### config.mk
export PLATFORM = sky130hd
export DESIGN_NAME = plasma_pixel_generator_flat
export DESIGN_NICKNAME = d
export VERILOG_FILES = /design/src/rtl/core/pgen_pkg.sv /design/src/rtl/core/pgen_in_if.sv /design/src/rtl/core/pgen_out_if.sv /design/src/rtl/core/pgen_cdiv.sv /design/src/rtl/core/plasma_pixel_generator.sv /design/src/flat_wrapper.sv
export SDC_FILE = /design/constraint.sdc
export NUM_CORES = 2
export LEC_CHECK = 0
export BUFFER_PORTS_ARGS = -buffer_cell sky130_fd_sc_hd__buf_4
export CAP_MARGIN = 20
export CORE_AREA = 2 2 271 327
export CTS_CLUSTER_SIZE = 14
export DETAILED_ROUTE_END_ITERATION = 10
export DIE_AREA = 0 0 273 329
export GPL_ROUTABILITY_DRIVEN = 0
export PLACE_DENSITY = 0.52
export SYNTH_ARGS = -nofsm -noshare
export SYNTH_HDL_FRONTEND = slang
export SYNTH_HIERARCHICAL = 1
export SYNTH_SLANG_ARGS = --single-unit
### constraint.sdc
create_clock -name clk -period 7.05 [get_ports clk]
set_input_delay 0.705 -clock clk [delete_from_list [all_inputs] [get_ports clk]]
set_output_delay 0.705 -clock clk [all_outputs]
set_load 0.05 [all_outputs]
### src/rtl/core/pgen_pkg.sv
// Shared constants, field widths and the sine table of the plasma pixel generator.
`timescale 1ns / 1ps
`default_nettype none

package pgen_pkg;

  localparam int X_W = 9;
  localparam int Y_W = 8;
  localparam int P_W = 8;
  localparam int C_W = 8;
  localparam int IDX_W = 8;

  localparam int SCREEN_WIDTH_DEF = 320;
  localparam int SCREEN_HEIGHT_DEF = 200;
  localparam int BLOCK_SIZE_DEF = 4;

  localparam int STAGES = 5;

  // Wave formula coefficients.
  localparam logic [IDX_W-1:0] K_H_BX = 8'd3;
  localparam logic [IDX_W-1:0] K_H_PH = 8'd2;
  localparam logic [IDX_W-1:0] K_V_BY = 8'd3;
  localparam logic [IDX_W-1:0] K_V_PH = 8'd3;
  localparam logic [IDX_W-1:0] K_SX_PH = 8'd3;
  localparam logic [IDX_W-1:0] K_SY_PH = 8'd5;
  localparam logic [IDX_W-1:0] K_SY_OFF = 8'd64;
  localparam int WAVE_COUNT = 3;
  localparam int SUM_W = 10;
  localparam logic [C_W-1:0] COLOR_MAX = 8'd254;

  localparam logic [C_W-1:0] SINE_ROM [256] = '{
    8'd127, 8'd130, 8'd133, 8'd136, 8'd140, 8'd143, 8'd146, 8'd149,
    8'd152, 8'd155, 8'd158, 8'd161, 8'd164, 8'd167, 8'd170, 8'd173,
    8'd176, 8'd179, 8'd182, 8'd185, 8'd187, 8'd190, 8'd193, 8'd195,
    8'd198, 8'd201, 8'd203, 8'd206, 8'd208, 8'd211, 8'd213, 8'd215,
    8'd217, 8'd220, 8'd222, 8'd224, 8'd226, 8'd228, 8'd230, 8'd232,
    8'd233, 8'd235, 8'd237, 8'd238, 8'd240, 8'd241, 8'd242, 8'd243,
    8'd245, 8'd246, 8'd247, 8'd248, 8'd249, 8'd250, 8'd251, 8'd252,
    8'd252, 8'd253, 8'd253, 8'd254, 8'd254, 8'd254, 8'd254, 8'd254,
    8'd254, 8'd254, 8'd254, 8'd254, 8'd254, 8'd253, 8'd253, 8'd252,
    8'd252, 8'd251, 8'd250, 8'd250, 8'd249, 8'd248, 8'd247, 8'd246,
    8'd244, 8'd243, 8'd242, 8'd240, 8'd239, 8'd237, 8'd236, 8'd234,
    8'd232, 8'd231, 8'd229, 8'd227, 8'd225, 8'd223, 8'd221, 8'd219,
    8'd216, 8'd214, 8'd212, 8'd209, 8'd207, 8'd204, 8'd202, 8'd199,
    8'd197, 8'd194, 8'd191, 8'd189, 8'd186, 8'd183, 8'd180, 8'd177,
    8'd175, 8'd172, 8'd169, 8'd166, 8'd163, 8'd160, 8'd157, 8'd154,
    8'd150, 8'd147, 8'd144, 8'd141, 8'd138, 8'd135, 8'd131, 8'd129,
    8'd125, 8'd123, 8'd119, 8'd116, 8'd113, 8'd110, 8'd107, 8'd104,
    8'd100, 8'd97,  8'd94,  8'd91,  8'd88,  8'd85,  8'd82,  8'd79,
    8'd77,  8'd74,  8'd71,  8'd68,  8'd65,  8'd63,  8'd60,  8'd57,
    8'd55,  8'd52,  8'd50,  8'd47,  8'd45,  8'd42,  8'd40,  8'd38,
    8'd35,  8'd33,  8'd31,  8'd29,  8'd27,  8'd25,  8'd23,  8'd22,
    8'd20,  8'd18,  8'd17,  8'd15,  8'd14,  8'd12,  8'd11,  8'd10,
    8'd8,   8'd7,   8'd6,   8'd5,   8'd4,   8'd4,   8'd3,   8'd2,
    8'd2,   8'd1,   8'd1,   8'd0,   8'd0,   8'd0,   8'd0,   8'd0,
    8'd0,   8'd0,   8'd0,   8'd0,   8'd0,   8'd1,   8'd1,   8'd2,
    8'd2,   8'd3,   8'd4,   8'd5,   8'd6,   8'd7,   8'd8,   8'd9,
    8'd11,  8'd12,  8'd13,  8'd14,  8'd16,  8'd17,  8'd19,  8'd21,
    8'd22,  8'd24,  8'd26,  8'd28,  8'd30,  8'd32,  8'd34,  8'd37,
    8'd39,  8'd41,  8'd43,  8'd46,  8'd48,  8'd51,  8'd53,  8'd56,
    8'd59,  8'd61,  8'd64,  8'd67,  8'd69,  8'd72,  8'd75,  8'd78,
    8'd81,  8'd84,  8'd87,  8'd90,  8'd93,  8'd96,  8'd99,  8'd102,
    8'd105, 8'd108, 8'd111, 8'd114, 8'd118, 8'd121, 8'd124, 8'd127
  };

endpackage

`default_nettype wire

### src/rtl/core/pgen_in_if.sv
// Pixel request channel carrying the screen position and frame phase.
`timescale 1ns / 1ps
`default_nettype none

interface pgen_in_if;
  logic                      valid;
  logic                      ready;
  logic [pgen_pkg::X_W-1:0] screen_x;
  logic [pgen_pkg::Y_W-1:0] screen_y;
  logic [pgen_pkg::P_W-1:0] frame_phase;

  modport source (output valid, output screen_x, output screen_y, output frame_phase,
                  input ready);
  modport sink (input valid, input screen_x, input screen_y, input frame_phase,
                output ready);
endinterface

`default_nettype wire

### src/rtl/core/pgen_out_if.sv
// Result channel carrying the palette index of one pixel.
`timescale 1ns / 1ps
`default_nettype none

interface pgen_out_if;
  logic                      valid;
  logic                      ready;
  logic [pgen_pkg::C_W-1:0] color_index;

  modport source (output valid, output color_index, input ready);
  modport sink (input valid, input color_index, output ready);
endinterface

`default_nettype wire

### src/rtl/core/pgen_cdiv.sv
// Registered division by a constant through an exact reciprocal multiplication.
`timescale 1ns / 1ps
`default_nettype none

module pgen_cdiv #(
  parameter int N_W = 9,
  parameter int Q_W = 9,
  parameter int DIVISOR = 3
) (
  input  wire logic           clk,
  input  wire logic           en,
  input  wire logic [N_W-1:0] n,
  output logic      [Q_W-1:0] q
);

  // With the shift set to N_W plus the base-two logarithm of the divisor, rounded
  // up, the rounded-up reciprocal gives the truncated quotient exactly for every
  // numerator.
  localparam int    L_W = $clog2(DIVISOR);
  localparam int    SHIFT = N_W + L_W;
  localparam int    M_W = N_W + 2;
  localparam int    P_W = N_W + M_W;
  localparam longint MUL = ((64'sd1 <<< SHIFT) + DIVISOR - 1) / DIVISOR;

  logic [P_W-1:0] prod;
  logic [Q_W-1:0] q_r;
  logic [Q_W-1:0] q_nxt;

  assign prod  = P_W'(n) * P_W'(M_W'(MUL));
  assign q_nxt = prod[SHIFT +: Q_W];

  always_ff @(posedge clk) begin
    if (en) begin
      q_r <= q_nxt;
    end
  end

  assign q = q_r;

endmodule

`default_nettype wire

### src/rtl/core/plasma_pixel_generator.sv
// Top level of the plasma pixel generator: five-stage pixel pipeline.
// The block takes one pixel request a cycle while the output does not stall and returns
// its palette index from the last stage; with the result side always ready it delivers
// one word every cycle. Each stage holds at most one word and moves on whenever the
// stage after it is empty or moving, so bubbles close up and a stall at the output backs
// up one stage at a time. The stage count is set by the sine table lookups and the three
// constant-reciprocal multiplications: block position, the two slope quotients of the
// diagonal wave, and the average of three waves, each of which takes a stage of its own.
// The sine table is constant logic and needs no preparation after reset.
`timescale 1ns / 1ps
`default_nettype none

module plasma_pixel_generator #(
  parameter int SCREEN_WIDTH = pgen_pkg::SCREEN_WIDTH_DEF,
  parameter int SCREEN_HEIGHT = pgen_pkg::SCREEN_HEIGHT_DEF,
  parameter int BLOCK_SIZE = pgen_pkg::BLOCK_SIZE_DEF
) (
  input  wire logic clk,
  input  wire logic rst_n,
  pgen_in_if.sink   in_ch,
  pgen_out_if.source out_ch
);

  localparam int NS = pgen_pkg::STAGES;
  localparam int IW = pgen_pkg::IDX_W;
  localparam int CW = pgen_pkg::C_W;
  localparam int FIELD_W = SCREEN_WIDTH / BLOCK_SIZE;
  localparam int FIELD_H = SCREEN_HEIGHT / BLOCK_SIZE;
  localparam int BX_MAX = ((1 << pgen_pkg::X_W) - 1) / BLOCK_SIZE;
  localparam int BY_MAX = ((1 << pgen_pkg::Y_W) - 1) / BLOCK_SIZE;
  localparam int BX_W = $clog2(BX_MAX + 1);
  localparam int BY_W = $clog2(BY_MAX + 1);
  localparam int PX_W = BX_W + CW;
  localparam int PY_W = BY_W + CW;
  localparam int QX_W = $clog2(BX_MAX * 254 / FIELD_W + 1);
  localparam int QY_W = $clog2(BY_MAX * 254 / FIELD_H + 1);
  localparam int SW = pgen_pkg::SUM_W;

  logic [NS:1] valid_r;
  logic [NS:1] valid_nxt;
  logic [NS:1] en;

  always_comb begin
    en[NS] = !valid_r[NS] || out_ch.ready;
    for (int k = NS - 1; k >= 1; k--) begin
      en[k] = !valid_r[k] || en[k+1];
    end
    valid_nxt[1] = en[1] ? in_ch.valid : valid_r[1];
    for (int k = 2; k <= NS; k++) begin
      valid_nxt[k] = en[k] ? valid_r[k-1] : valid_r[k];
    end
  end

  always_ff @(posedge clk) begin
    if (!rst_n) begin
      valid_r <= '0;
    end else begin
      valid_r <= valid_nxt;
    end
  end

  assign in_ch.ready = en[1];

  // Stage 1: block position and the two slopes of the diagonal wave.
  logic [BX_W-1:0] bx1;
  logic [BY_W-1:0] by1;
  logic [IW-1:0]   phase1_r;
  logic [CW-1:0]   sx1_r;
  logic [CW-1:0]   sy1_r;
  logic [IW-1:0]   sx_idx;
  logic [IW-1:0]   sy_idx;

  pgen_cdiv #(.N_W(pgen_pkg::X_W), .Q_W(BX_W), .DIVISOR(BLOCK_SIZE)) u_div_bx (
    .clk(clk), .en(en[1]), .n(in_ch.screen_x), .q(bx1)
  );

  pgen_cdiv #(.N_W(pgen_pkg::Y_W), .Q_W(BY_W), .DIVISOR(BLOCK_SIZE)) u_div_by (
    .clk(clk), .en(en[1]), .n(in_ch.screen_y), .q(by1)
  );

  assign sx_idx = in_ch.frame_phase * pgen_pkg::K_SX_PH;
  assign sy_idx = pgen_pkg::K_SY_OFF + in_ch.frame_phase * pgen_pkg::K_SY_PH;

  always_ff @(posedge clk) begin
    if (en[1]) begin
      phase1_r <= in_ch.frame_phase;
      sx1_r    <= pgen_pkg::SINE_ROM[sx_idx];
      sy1_r    <= pgen_pkg::SINE_ROM[sy_idx];
    end
  end

  // Stage 2: slope products and the horizontal and vertical waves.
  logic [PX_W-1:0] px2_r;
  logic [PY_W-1:0] py2_r;
  logic [CW-1:0]   h2_r;
  logic [CW-1:0]   v2_r;
  logic [IW-1:0]   phase2_r;
  logic [IW-1:0]   h_idx;
  logic [IW-1:0]   v_idx;

  assign h_idx = IW'(bx1) * pgen_pkg::K_H_BX + phase1_r * pgen_pkg::K_H_PH;
  assign v_idx = IW'(by1) * pgen_pkg::K_V_BY + phase1_r * pgen_pkg::K_V_PH;

  always_ff @(posedge clk) begin
    if (en[2]) begin
      px2_r    <= PX_W'(bx1) * PX_W'(sx1_r);
      py2_r    <= PY_W'(by1) * PY_W'(sy1_r);
      h2_r     <= pgen_pkg::SINE_ROM[h_idx];
      v2_r     <= pgen_pkg::SINE_ROM[v_idx];
      phase2_r <= phase1_r;
    end
  end

  // Stage 3: scale the slope products down to the field size.
  logic [QX_W-1:0] qx3;
  logic [QY_W-1:0] qy3;
  logic [CW-1:0]   h3_r;
  logic [CW-1:0]   v3_r;
  logic [IW-1:0]   phase3_r;

  pgen_cdiv #(.N_W(PX_W), .Q_W(QX_W), .DIVISOR(FIELD_W)) u_div_qx (
    .clk(clk), .en(en[3]), .n(px2_r), .q(qx3)
  );

  pgen_cdiv #(.N_W(PY_W), .Q_W(QY_W), .DIVISOR(FIELD_H)) u_div_qy (
    .clk(clk), .en(en[3]), .n(py2_r), .q(qy3)
  );

  always_ff @(posedge clk) begin
    if (en[3]) begin
      h3_r     <= h2_r;
      v3_r     <= v2_r;
      phase3_r <= phase2_r;
    end
  end

  // Stage 4: diagonal wave.
  logic [CW-1:0] d4_r;
  logic [CW-1:0] h4_r;
  logic [CW-1:0] v4_r;
  logic [IW-1:0] d_idx;

  assign d_idx = IW'(qx3) + IW'(qy3) + phase3_r;

  always_ff @(posedge clk) begin
    if (en[4]) begin
      d4_r <= pgen_pkg::SINE_ROM[d_idx];
      h4_r <= h3_r;
      v4_r <= v3_r;
    end
  end

  // Stage 5: average of the three waves, truncated.
  logic [SW-1:0] wave_sum;

  assign wave_sum = SW'(h4_r) + SW'(v4_r) + SW'(d4_r);

  pgen_cdiv #(.N_W(SW), .Q_W(CW), .DIVISOR(pgen_pkg::WAVE_COUNT)) u_div_avg (
    .clk(clk), .en(en[5]), .n(wave_sum), .q(out_ch.color_index)
  );

  assign out_ch.valid = valid_r[NS];

  a_full_when_blocked: assert property (@(posedge clk) disable iff (!rst_n)
    !in_ch.ready |-> (&valid_r))
    else $error("Input blocked while a pipeline stage is empty.");

  a_color_range: assert property (@(posedge clk) disable iff (!rst_n)
    out_ch.valid |-> (out_ch.color_index <= pgen_pkg::COLOR_MAX))
    else $error("Palette index above the largest average of three waves.");

  a_word_advances: assert property (@(posedge clk) disable iff (!rst_n)
    (valid_r[NS-1] && en[NS]) |=> valid_r[NS])
    else $error("A word was lost between the last two stages.");

  a_word_holds: assert property (@(posedge clk) disable iff (!rst_n)
    (valid_r[3] && !en[3]) |=> valid_r[3])
    else $error("A held word vanished from the middle stage.");

endmodule

`default_nettype wire
### src/flat_wrapper.sv
// flat-port wrapper written by rule: the top's interface ports become plain ports
module plasma_pixel_generator_flat 
#(
  parameter int SCREEN_WIDTH = pgen_pkg::SCREEN_WIDTH_DEF,
  parameter int SCREEN_HEIGHT = pgen_pkg::SCREEN_HEIGHT_DEF,
  parameter int BLOCK_SIZE = pgen_pkg::BLOCK_SIZE_DEF
)
  (clk, rst_n, in_ch_valid, in_ch_screen_x, in_ch_screen_y, in_ch_frame_phase, in_ch_ready, out_ch_valid, out_ch_color_index, out_ch_ready);
  pgen_in_if in_ch_i ();
  pgen_out_if out_ch_i ();
  input  wire logic clk;
  input  wire logic rst_n;
  input wire logic [$bits(in_ch_i.valid)-1:0] in_ch_valid;
  input wire logic [$bits(in_ch_i.screen_x)-1:0] in_ch_screen_x;
  input wire logic [$bits(in_ch_i.screen_y)-1:0] in_ch_screen_y;
  input wire logic [$bits(in_ch_i.frame_phase)-1:0] in_ch_frame_phase;
  output wire logic [$bits(in_ch_i.ready)-1:0] in_ch_ready;
  output wire logic [$bits(out_ch_i.valid)-1:0] out_ch_valid;
  output wire logic [$bits(out_ch_i.color_index)-1:0] out_ch_color_index;
  input wire logic [$bits(out_ch_i.ready)-1:0] out_ch_ready;
  assign in_ch_i.valid = in_ch_valid;
  assign in_ch_i.screen_x = in_ch_screen_x;
  assign in_ch_i.screen_y = in_ch_screen_y;
  assign in_ch_i.frame_phase = in_ch_frame_phase;
  assign in_ch_ready = in_ch_i.ready;
  assign out_ch_valid = out_ch_i.valid;
  assign out_ch_color_index = out_ch_i.color_index;
  assign out_ch_i.ready = out_ch_ready;
  plasma_pixel_generator #(.SCREEN_WIDTH(SCREEN_WIDTH), .SCREEN_HEIGHT(SCREEN_HEIGHT), .BLOCK_SIZE(BLOCK_SIZE)) u_core (.clk(clk), .rst_n(rst_n), .in_ch(in_ch_i), .out_ch(out_ch_i));
endmodule
### Yosys cells after proc, flatten, opt, wreduce, memory -nomap -nowiden

Memory sizes are Yosys's and may differ from the RTL's. A register that Yosys moved wholly into a read port is not among the register bits.
Index checks and enable logic that the tools add are counted.
W data, S select, Z words.

| storage, ports and cells | value |
|---|---|
| flip-flop bits (word level) | 127 |
| bits in read-only memories | 10240 |
| bits of input ports | 29 |
| output and inout bits | 10 |
| logic and storage cells | 56 |
| memories | 5 |

| cells by class | value |
|---|---|
| $add $sub $neg | 7 |
| multiply operators | 10 |
| bitwise gates (word level) | 5 |
| reduce and logical (&&, ||, !) cells | 10 |

Memories:

| name | words | width | read ports | clocked after Yosys merged registers in | write ports | line | source |
|---|---|---|---|---|---|---|---|
| (no name shown) | 256 | 8 | 1 | 1 | 0 | plasma_pixel_generator.sv:88 | `sy1_r <= pgen_pkg::SINE_ROM[sy_idx];` |
| (no name shown) | 256 | 8 | 1 | 1 | 0 | plasma_pixel_generator.sv:108 | `h2_r <= pgen_pkg::SINE_ROM[h_idx];` |
| (no name shown) | 256 | 8 | 1 | 1 | 0 | plasma_pixel_generator.sv:109 | `v2_r <= pgen_pkg::SINE_ROM[v_idx];` |
| (no name shown) | 256 | 8 | 1 | 1 | 0 | plasma_pixel_generator.sv:147 | `d4_r <= pgen_pkg::SINE_ROM[d_idx];` |
| (no name shown) | 256 | 8 | 1 | 1 | 0 | plasma_pixel_generator.sv:87 | `sx1_r <= pgen_pkg::SINE_ROM[sx_idx];` |

Operators with widths:

| operator | count |
|---|---|
| $not A8 Y9 | 5 |
| $add A8 B8 Y8 | 4 |
| $mul A15 B16 Y30 const B | 1 |
| $mul A14 B13 Y26 const B | 1 |
| $mul A10 B10 Y19 const B | 1 |
| $mul A8 B2 Y8 const B | 2 |
| $mul A7 B8 Y15 | 1 |
| $mul A6 B8 Y14 | 1 |
| $add A10 B8 Y10 | 1 |
| $add A8 B8 Y9 | 1 |
| $add A7 B8 Y8 const A | 1 |
| $mul A6 B2 Y8 const B | 1 |
| $mul A7 B2 Y8 const B | 1 |
| $mul A8 B3 Y8 const B | 1 |
| $logic_not A1 Y1 | 5 |
| $logic_or A1 B1 Y1 | 5 |

### Depth between registers and ports, before layout

| logic depth | value |
|---|---|
| word-level depth | 6 |
| gate-level depth with buffers | 28 |
| depth with buffers taken out | 28 |

### By module

Netlist, hierarchy kept.

Modules (own cells, without submodules):

| module | instances | cells an instance | area each (um^2) | sequential area each (um^2) |
|---|---|---|---|---|
| plasma_pixel_generator | 1 | 2524 | 20011.7 | 3853.7 |
| pgen_cdiv at u_core.u_div_qx | 1 | 406 | 4017.6 | 270.3 |
| pgen_cdiv at u_core.u_div_qy | 1 | 381 | 3817.4 | 270.3 |
| pgen_cdiv at u_core.u_div_avg | 1 | 188 | 1920.6 | 240.2 |
| pgen_cdiv at u_core.u_div_bx | 1 | 7 | 210.2 | 210.2 |
| pgen_cdiv at u_core.u_div_by | 1 | 6 | 180.2 | 180.2 |

### Worst setup path before layout

OpenSTA, ideal clock, no wires.

| timing | value |
|---|---|
| kind | register to register |
| start | register u_core.d4_r[1] |
| end | register u_core.u_div_avg.q_r[7], in the netlist u_core/u_div_avg/q[7], data pin |
| library setup time | 0.260 ns |
| data arrival time | 5.946 ns |
| data required time | 6.790 ns |
| slack | 0.843 ns |
| stages on the path, launching flop included | 27 |
| buffers on the path | 0 |
| clock period less this slack | 6.207 ns |
| cells stage by stage | edfxtp_1 -> fa_1 -> ha_1 -> inv_1 -> fa_1 -> nor2b_1 -> o21ai_0 -> a21boi_0 -> o21ai_0 -> nand2b_1 -> xor2_1 -> ha_1 -> ha_1 -> inv_1 -> fa_1 -> inv_1 -> fa_1 -> inv_1 -> fa_1 -> inv_1 -> ha_1 -> o21ai_0 -> nor2_1 -> a311oi_2 -> nor2_1 -> a311oi_2 -> xnor2_1 |

| on the way | value |
|---|---|
| cells in the longest elaborated chain, start to end | 2 |

RTL lines:

| element | line | source |
|---|---|---|
| from (decl) | plasma_pixel_generator.sv:138 | `logic [CW-1:0] d4_r;` |
| $add A10 B8 Y10 | plasma_pixel_generator.sv:156 | `assign wave_sum = SW'(h4_r) + SW'(v4_r) + SW'(d4_r);` |
| net u_core.wave_sum[7] | plasma_pixel_generator.sv:154 | `logic [SW-1:0] wave_sum;` |
| $mul A10 B10 Y19 | pgen_cdiv.sv:29 | `assign prod = P_W'(n) * P_W'(M_W'(MUL));` |
| net u_core.u_div_avg.prod[19] | pgen_cdiv.sv:25 | `logic [P_W-1:0] prod;` |
| to (signal assigned) | pgen_cdiv.sv:34 | `q_r <= q_nxt;` |
| to (decl) | pgen_cdiv.sv:26 | `logic [Q_W-1:0] q_r;` |

The timed path passes the listed nets, and every way through them passes these cells.
A chain may end at the register's enable or synchronous reset.

### Final worst setup path

Same ends and word-level chain as after synthesis.

==> results.yml <==
routing:
  drc: 0
  routedWlPerCell_um: 19.0
  drt-vias-per-instance: 5.71
  drtAntennaViolNets: 0
  drtPass1Iterations: 5
  vias: 25956
  routed_wl_um: 86500
  drtIter0Drc: 2397
synthesis:
  syn-mean-instance-area_um2: 8.59
  synth_cells: 3488
  yosys_warnings: 6
  syn_area_um2: 29900
  syn-num-nets: 4171
floorplanning:
  coreArea_um2: 87000
  dieArea_um2: 89800
  ios: 39
  rows: 119
  die_h_um: 329
  start_util: 0.344
  fp.dieW_um: 273
finish:
  fillerInstances: 9053
  area_growth_pct: 6.60
  largest_register: "u_core/px2_r"
  layout_commonest_cell: "ha_1"
  largest_reg_flops: 15
  layout_common_cells: "420 x ha_1, 378 x inv_1, 257 x a21oi_1"
  drive_gt1_frac: 0.0657
  nets: 4065
  top_regs: "u_core/px2_r x15, u_core/py2_r x14"
  regArea_um2: 4960
  multiInputGateArea_um2: 22700
critical_path:
  path_max_fanout: 3
  max_stage_delay_ns: 0.54
  worstPathArrival_ns: 6.70
  slowest_stage: "fa_1"
  timing.critical_path.buf_inv: 5
  path_class: "flip-flop to flip-flop"
  end_kind: "flip-flop"
  cp-start-kind: "flip-flop"
  critical_path_required_ns: 7.30
  worst_path_dominant_cell_family: "adder cells"
grt:
  antenna_found_initial: 3
  grt_pass1_wl_um: 141000
  grt_start_max_net_pins: 80
  grt_use_total: 0.194
  grt-ovfl-total: 0
  grt_pass1_vias: 25710
timing:
  final.setup_skew_ns: 0.0210
  fmax_mhz: 155
  hold_viol_final: 0
  tns_ns: 0
  rsz0062_at_grt: "false"
  max-slew-margin-rel: 0.309
  worst_slew_pin_slew_ns: 1.03
  fin_crit_ns: 6.45
  finalCritPeriodShare: 0.915
  report.final.slew_viol_count: 0
  setup_viol: 0
place:
  io_buffers: 34
  post-dp-hpwl_um: 65300
run_status:
  status: "complete, no violations"
clocking:
  cts_hold_buf: 0
  cts.sinks: 167
  cts_buffers: 17
  path_clk_slew_ns: 0.09
  postCtsSetupBuffers: 0
  clk_latency_ns: 0.49
  cts-resized-gates: 0
  ctsLongestPathBuffers: 2
  cts-root-buf: "clkbuf_16"
  cts_htree_levels: 4
  cts_tree: "done"
min_path:
  hp-class: "input port to flip-flop"
flow_run:
  maxCapViolCount: 0
[worst reg2reg max path, cell delays in order (launching register included)]
cell and delay, ns:
edfxtp_1 0.40, fa_1 0.54, ha_1 0.15, inv_1 0.06
fa_1 0.45, nor2b_1 0.12, o21ai_0 0.11, a21boi_0 0.24
o21ai_0 0.11, nand2b_1 0.11, xor2_1 0.19, ha_1 0.28
ha_1 0.29, inv_1 0.06, fa_1 0.52, inv_1 0.05
fa_1 0.49, inv_1 0.05, fa_1 0.50, inv_1 0.04
ha_1 0.30, o21ai_0 0.15, nor2_1 0.06, a311oi_2 0.36
nor2_1 0.16, a311oi_2 0.31, xnor2_1 0.09
[routing by layer]
metal,share of wire,GRT usage,wire length (um),up-vias
met5,0.00027,0,23,-
met4,0.026,0.0599,2260,4
met3,0.053,0.0190,4570,149
met2,0.48,0.332,41900,901
met1,0.44,0.258,37700,12562
li1,-,-,-,12340
[worst paths after layout]
| kind | cells after the start | startpoint | endpoint | slack [ns] |
|---|---|---|---|---|
| max | 26 | u_core/d4_r[1] | u_core/u_div_avg/q[7] | 0.60 |
| min | 1 | in_ch_screen_y[7] | u_core/u_div_by/q[5] | 0.39 |
| max reg2reg | 26 | u_core/d4_r[1] | u_core/u_div_avg/q[7] | 0.60 |
| min reg2reg | 0 | u_core/phase2_r[2] | u_core/phase3_r[2] | 0.41 |
[metrics by stage]
step | cells | cell area (um^2) | util | hold slack [ns] | setup WS [ns]
6_report | 4545 | 31900 | 0.367 | 0.387 | 0.597
4_1_cts | 4543 | 31900 | 0.367 | 0.344 | 0.539
3_3_place_gp | 4511 | 31300 | 0.360 | 0.400 | 0.555
3_5_place_dp | 4511 | 31300 | 0.360 | 0.405 | 0.518
5_1_grt | 4544 | 31900 | 0.367 | 0.363 | 0.000460
2_1_floorplan | 3488 | 29900 | - | 0.400 | 0.843
[final cells by class]
type	instances	share of cell area
clock inverter	15	0.00655
multi-input combinational	2720	0.712
antenna	1	0.0000784
inverter	385	0.0453
timing repair buffer	91	0.0218
tap	1149	0.0450
sequential	167	0.156
clock buffer	17	0.0133
Power is not shown: default switching activity piles up to over one toggle a cycle in this logic, so the estimate is an artifact.
